### src/rtl/core/ncdw_pkg.sv
// ----------------------------------------------------------------------------
// ncdw_pkg
// Types, constants and tables of the neighbour colour difference weight unit.
// ----------------------------------------------------------------------------
package ncdw_pkg;

	localparam logic OP_LOAD  = 1'b0;
	localparam logic OP_QUERY = 1'b1;

	typedef enum logic [1:0] {
		REG_SIGMA  = 2'd0,
		REG_WIDTH  = 2'd1,
		REG_HEIGHT = 2'd2
	} reg_idx_t;

	localparam int CFG_IDX_W  = 2;
	localparam int CFG_DATA_W = 16;
	localparam int SIGMA_W    = 16;
	localparam int SIZE_W     = 9;
	localparam int COORD_W    = 8;
	localparam int CHAN_W     = 8;
	localparam int PIX_W      = 3 * CHAN_W;
	localparam int SUM_W      = 13;
	localparam int WEIGHT_W   = 16;
	localparam int FRAC_W     = 32;
	localparam int DIV_W      = 48;
	localparam int DIV_RADIX  = 4;
	localparam int DIV_STEPS  = DIV_W / DIV_RADIX;
	localparam int TERMS      = 12;
	localparam int K_LIMIT    = 12;
	localparam int ACC_W      = 35;
	localparam int MUL_A_W    = 33;
	localparam int MUL_B_W    = 32;
	localparam int MUL_W      = MUL_A_W + MUL_B_W;
	localparam int RECIP_W    = 36;

	localparam logic [SIGMA_W-1:0] SIGMA_RESET     = 16'd300;
	localparam logic [SUM_W-1:0]   SUM_MAX         = 13'd6120;
	localparam logic [32:0]        ONE_Q32         = 33'h1_0000_0000;
	localparam logic [31:0]        EXP_NEG_ONE_Q32 = 32'd1580030169;

	typedef struct packed {
		logic               opcode;
		logic [COORD_W-1:0] row;
		logic [COORD_W-1:0] col;
		logic [CHAN_W-1:0]  chan_a;
		logic [CHAN_W-1:0]  chan_b;
		logic [CHAN_W-1:0]  chan_c;
	} in_item_t;

	typedef struct packed {
		logic [WEIGHT_W-1:0] weight;
		logic [SUM_W-1:0]    diff_sum;
	} out_item_t;

	typedef struct packed {
		logic       wr_pixel;
		logic       capture;
		logic       rd_en;
		logic [3:0] rd_idx;
		logic       div_start;
		logic       div_step;
		logic       ser_init;
		logic       ser_mul;
		logic       ser_acc;
		logic       ser_neg;
		logic       ser_recip;
		logic       ser_quot;
		logic       ser_corr;
		logic [3:0] n;
		logic       clamp;
		logic       sc_mul;
		logic       sc_upd;
		logic       out_load;
	} cmd_t;

	typedef struct packed {
		logic       in_range;
		logic       is_query;
		logic       k_big;
		logic [3:0] k;
	} sts_t;

	// floor(2^35 / n): the series divides each term by n through this
	function automatic logic [RECIP_W-1:0] recip_q35(input logic [3:0] n);
		logic [RECIP_W-1:0] m;
		case (n)
			4'd1:    m = 36'd34359738368;
			4'd2:    m = 36'd17179869184;
			4'd3:    m = 36'd11453246122;
			4'd4:    m = 36'd8589934592;
			4'd5:    m = 36'd6871947673;
			4'd6:    m = 36'd5726623061;
			4'd7:    m = 36'd4908534052;
			4'd8:    m = 36'd4294967296;
			4'd9:    m = 36'd3817748707;
			4'd10:   m = 36'd3435973836;
			4'd11:   m = 36'd3123612578;
			4'd12:   m = 36'd2863311530;
			default: m = '0;
		endcase
		return m;
	endfunction

endpackage

### src/rtl/core/ncdw_ctrl.sv
// ----------------------------------------------------------------------------
// ncdw_ctrl
// Sequencer: neighbour reads, division, series, scaling and result hand-off.
// ----------------------------------------------------------------------------
module ncdw_ctrl (
	input  logic          clk,
	input  logic          arst_n,
	input  logic          in_valid,
	output logic          in_ready,
	output logic          out_valid,
	input  logic          out_ready,
	input  ncdw_pkg::sts_t sts,
	output ncdw_pkg::cmd_t cmd
);
	import ncdw_pkg::*;

	typedef enum logic [3:0] {
		S_IDLE, S_READ, S_DRAIN, S_DIVI, S_DIV, S_CHECK,
		S_T1, S_T2, S_T3, S_T4, S_ACC, S_CLAMP, S_SMUL, S_SUPD, S_DONE
	} state_t;

	localparam logic [3:0] LAST_RD  = 4'd8;
	localparam logic [3:0] LAST_DIV = 4'(DIV_STEPS - 1);
	localparam logic [3:0] N_LAST   = 4'(TERMS);

	state_t     state_q;
	logic [3:0] cnt_q;
	logic [3:0] n_q;
	logic       out_valid_q;

	assign in_ready  = (state_q == S_IDLE);
	assign out_valid = out_valid_q;

	always_comb begin
		cmd   = '0;
		cmd.n = n_q;
		case (state_q)
			S_IDLE: begin
				cmd.wr_pixel = in_valid && sts.in_range && !sts.is_query;
				cmd.capture  = in_valid && sts.in_range && sts.is_query;
			end
			S_READ: begin
				cmd.rd_en  = 1'b1;
				cmd.rd_idx = cnt_q;
			end
			S_DIVI:  cmd.div_start = 1'b1;
			S_DIV:   cmd.div_step  = 1'b1;
			S_CHECK: cmd.ser_init  = !sts.k_big;
			S_T1: begin
				// fold in the previous term: odd terms subtract
				cmd.ser_mul = 1'b1;
				cmd.ser_acc = (n_q != 4'd1);
				cmd.ser_neg = ~n_q[0];
			end
			S_T2:    cmd.ser_recip = 1'b1;
			S_T3:    cmd.ser_quot  = 1'b1;
			S_T4:    cmd.ser_corr  = 1'b1;
			S_ACC: begin
				cmd.ser_acc = 1'b1;
				cmd.ser_neg = n_q[0];
			end
			S_CLAMP: cmd.clamp    = 1'b1;
			S_SMUL:  cmd.sc_mul   = 1'b1;
			S_SUPD:  cmd.sc_upd   = 1'b1;
			S_DONE:  cmd.out_load = !out_valid_q || out_ready;
			default: ;
		endcase
	end

	always_ff @(posedge clk or negedge arst_n) begin
		if (!arst_n) begin
			state_q     <= S_IDLE;
			cnt_q       <= '0;
			n_q         <= '0;
			out_valid_q <= 1'b0;
		end else begin
			if (cmd.out_load) begin
				out_valid_q <= 1'b1;
			end else if (out_ready) begin
				out_valid_q <= 1'b0;
			end
			case (state_q)
				S_IDLE: begin
					if (cmd.capture) begin
						state_q <= S_READ;
						cnt_q   <= '0;
					end
				end
				S_READ: begin
					if (cnt_q == LAST_RD) begin
						state_q <= S_DRAIN;
					end else begin
						cnt_q <= cnt_q + 4'd1;
					end
				end
				S_DRAIN: state_q <= S_DIVI;
				S_DIVI: begin
					state_q <= S_DIV;
					cnt_q   <= '0;
				end
				S_DIV: begin
					if (cnt_q == LAST_DIV) begin
						state_q <= S_CHECK;
					end else begin
						cnt_q <= cnt_q + 4'd1;
					end
				end
				S_CHECK: begin
					if (sts.k_big) begin
						state_q <= S_DONE;
					end else begin
						state_q <= S_T1;
						n_q     <= 4'd1;
					end
				end
				S_T1: state_q <= S_T2;
				S_T2: state_q <= S_T3;
				S_T3: state_q <= S_T4;
				S_T4: begin
					if (n_q == N_LAST) begin
						state_q <= S_ACC;
					end else begin
						n_q     <= n_q + 4'd1;
						state_q <= S_T1;
					end
				end
				S_ACC: state_q <= S_CLAMP;
				S_CLAMP: begin
					cnt_q   <= sts.k;
					state_q <= (sts.k == 4'd0) ? S_DONE : S_SMUL;
				end
				S_SMUL: state_q <= S_SUPD;
				S_SUPD: begin
					cnt_q   <= cnt_q - 4'd1;
					state_q <= (cnt_q == 4'd1) ? S_DONE : S_SMUL;
				end
				S_DONE: begin
					if (cmd.out_load) begin
						state_q <= S_IDLE;
					end
				end
				default: state_q <= S_IDLE;
			endcase
		end
	end

endmodule

### config.mk
export PLATFORM = sky130hd
export DESIGN_NAME = ncdw_ctrl
export DESIGN_NICKNAME = d
export VERILOG_FILES = /design/src/rtl/core/ncdw_pkg.sv /design/src/rtl/core/ncdw_ctrl.sv
export SDC_FILE = /design/constraint.sdc
export NUM_CORES = 1
export LEC_CHECK = 0
export ABC_CLOCK_PERIOD_IN_PS = 2250
export BUFFER_PORTS_ARGS = -buffer_cell sky130_fd_sc_hd__buf_2
export CORE_ASPECT_RATIO = 0.7
export CORE_MARGIN = 5
export CORE_UTILIZATION = 48
export CTS_BUF_LIST = sky130_fd_sc_hd__clkbuf_16
export CTS_CLUSTER_SIZE = 30
export DETAILED_ROUTE_END_ITERATION = 16
export GPL_ROUTABILITY_DRIVEN = 0
export PLACE_DENSITY = 0.75
export REMOVE_ABC_BUFFERS = 1
export SETUP_SLACK_MARGIN = 0.2
export SLEW_MARGIN = 20
export SYNTH_ARGS = -nofsm -noshare
export SYNTH_HDL_FRONTEND = slang
export SYNTH_SLANG_ARGS = --single-unit
### constraint.sdc
create_clock -name clk -period 2.25 [get_ports clk]
set_clock_uncertainty 0.2 [all_clocks]
set_input_delay 0.1125 -clock clk [delete_from_list [all_inputs] [get_ports clk]]
set_output_delay 0.1125 -clock clk [all_outputs]
set_load 0.005 [all_outputs]
==> key figures <==
Timing
  • Setup TNS: 0 ps
  • Worst-margin pin slew: 458.6 ps
  • Hold Violations, Final: 0
  • Final period util: 0.8771
  • F_max: 0.5067 GHz
  • Hold WS: 72.53 ps
  • Final min period: roughly 2000 ps
  • Max-slew violations: 0
  • Slew HR: 0.6911
  • RSZ-0062 raised after global routing: no
  • Setup-failing EPs final: 0

Detailed routing
  • DR pass1 iterations: 4
  • Post-DRT Antenna Nets: 0
  • Wire per inst: 15.13 µm
  • Routed WL: 3496 µm
  • DRC errors left: 0
  • Routed vias: about 1300
  • Vias/cell: about 5.6
  • Initial DRC count: 80

Clock network
  • Max H-tree Level: 1
  • CTS Root Cell: clkbuf_16
  • Clock latency on the worst-skew pair: between 200 and 300 ps
  • CTS tree: built
  • Clock net sink count: 13
  • Cts bufs inserted: 3
  • Clock-pin slew on the worst setup and hold paths: approximately 50 ps
  • CTS max path bufs: 2

Yosys
  • Synth Instances: 156
  • Synth unique cells: between 50 and 60
  • EDFF count, synth: 0
  • Post-synth top area share: 0.2629
  • Seq cells post-synth: 13
  • Ys async rst share: 1.000
  • Post-synthesis sequential area ratio: 0.2629
  • Top post-synthesis cells by area: dfrtp_1 (26%), ha_1 (7.1%), nor2_1 (6.7%)
  • Yosys top cell by area: dfrtp_1
  • Commonest cells in the synthesized netlist: nor2_1 (22), nand2_1 (16), dfrtp_1 (13)
  • Post-synthesis area per instance: ~7.9 µm²
  • Synth Cell Area: 0.001237 mm²
  • Main flop type after synthesis: dfrtp_1
  • Synth warnings: 0
  • Most common cell in the netlist: nor2_1

Die
  • Die width: 70.69 µm
  • Die H: 52.48 µm
  • I/O pin count: 37
  • Die ar.: between 0.003 and 0.004 mm²
  • Cell Rows: 15
  • Core area: between 0.002 and 0.0025 mm²
  • Initial Util: 0.5033

Cells and area
  • Share of cells above drive strength 1: 0.3249
  • Filler cells: 218
  • Reg area: 331.6 µm²
  • Final nets: 216
  • Area growth from synthesis to layout: 27.30%
  • Area of the multi-input gates: 827.0 µm²
  • Diodes inserted: 0

Critical path
  • Slowest cell on the critical path: dfrtp_2
  • Setup CP Type: register to output port
  • CP peak stage delay: 410 ps
  • CP cell instances: buf_4 -> nand2b_1 -> or2_2 -> nor2b_1 -> buf_2
  • Worst-path maximum fanout: 10
  • Reg-to-reg setup timing slack: 330 ps
  • WP data required: 1940 ps
  • Arrival time worst endpoint: 1660 ps
  • Crit start category: register
  • Worst Reg2Reg Path Length in Cells: 7
  • Element type at the critical path end: output port

Global routing
  • Initial antenna violation count: 0
  • Vias in the first global route: roughly 1200
  • Grt ovf: 0
  • Largest net degree at the start of global routing: 19
  • First-pass GRT wire length: 5802 µm
  • Tot GR Track Use: 0.2052

Flow run
  • Max_cap viols: 0

Placed design
  • Port bufs: 36
  • Dpl hpwl: 2628 µm

Worst hold path
  • Worst hold stages: 3
  • HP Class: input port to register

Power and ir drop
  • Worst-case vdd ir drop: 0.7609 mV
  • Total power per unit cell area: 1329 mW/mm²
  • Pleak: 0.7607 nW

Status
  • Status: finished clean
==> layout make-up <==
type / instances / share of cell area
Inverter: 8 / 0.01906
Timing Repair Buffer: 46 / 0.1684
Clock buffer: 3 / 0.04766
Multi-Input combinational cell: 126 / 0.5250
Tap cell: 34 / 0.02701
Clock inverter: 1 / 0.002383
Sequential cell: 13 / 0.2105
==> stage by stage <==
step / cell area [µm²] / total power [mW] / worst slack (ps) / util / cells
2_1_floorplan: 1182 / 1.300 / 169.4 / - / 147
3_3_place_gp: 1428 / 1.639 / 306.4 / 0.5807 / 220
3_5_place_dp: 1428 / 1.669 / 260.5 / 0.5807 / 220
4_1_cts: 1559 / 2.058 / 236.3 / 0.6341 / 229
5_1_grt: 1575 / 2.275 / 201.3 / 0.6407 / 231
6_report: 1575 / 2.093 / 276.6 / 0.6407 / 231
==> cells in the final DEF (no fill, tap or decap), types with 2 or more instances in the layout <==
cell type and count:
dfrtp_1 8, buf_2 36, nor4_1 4, nor2_2 2
a22oi_1 2, nor2b_1 5, nor3_1 7, xnor2_1 2
a31oi_1 3, clkbuf_16 3, ha_1 7, inv_1 7
and3b_1 2, nand3_1 2, nor2_1 22, and2_1 4
a21oi_1 5, nand2_1 16, dlygate4sd3_1 4, inv_2 2
o21ai_1 2, buf_4 6, and3_1 2, xor2_1 4
dfrtp_2 5, o21ai_0 6, nand2b_1 4
==> where the power goes <==
| group | leakage, nW | switching, mW | internal, mW | total [mW] |
|---|---|---|---|---|
| sequential | 0.156 | 0.193 | 0.341 | 0.534 |
| clock | 0.0423 | 0.110 | 0.236 | 0.346 |
| combinational | 0.563 | 0.673 | 0.540 | 1.21 |
==> kinds of logic (layout without fill, tap and decap cells) <==
kind of cell / count (synthesis) / in the layout / share of synthesized area
fa+ha+maj: 7 / 7 / 0.07078
compound gates: 32 / 32 / 0.1921
simple gates: 81 / 81 / 0.3630
flops: 13 / 13 / 0.2629
buf+inv: 17 / 58 / 0.06876
xor+xnor: 6 / 6 / 0.04247
==> registers in the layout, summed over array words and instances, names as in the netlist <==
name	flops
n_q	4
cnt_q	4
out_valid	1
state_q	4
==> worst paths after layout <==
check / start / endpoint
max in group asynchronous: arst_n / state_q[1]
min in group asynchronous: arst_n / n_q[0]
worst min register to register: n_q[3] / n_q[3]
worst min-delay path: out_ready / out_valid
worst max-delay path: state_q[0] / cmd[0]
worst max register to register: cnt_q[0] / cnt_q[2]
==> worst max-delay path: cells and delay by family (launching register included) <==
kind | cells | cell delay, ps
simple gates | 3 | 710
flops | 1 | 410
buf+inv | 2 | 290
==> what timing repair did <==
item | CTS | global route
hold buffers | 4 | 0
gates resized for setup | 4 | 1
endpoints found under the hold margin | 17 | 0
setup buffers | 1 | 2
cloned | 0 | 0
endpoints found under the setup margin | 1 | 3
==> layer usage <==
layer / track usage / routed length, µm / part of all wire
met4: 0.08750 / 72 / 0.021
met1: 0.2703 / 1502 / 0.43
met5: 0 / 0 / 0
met3: 0.06513 / 378 / 0.11
met2: 0.3092 / 1542 / 0.44
No activity file was read; power rests on OpenSTA's default activity.
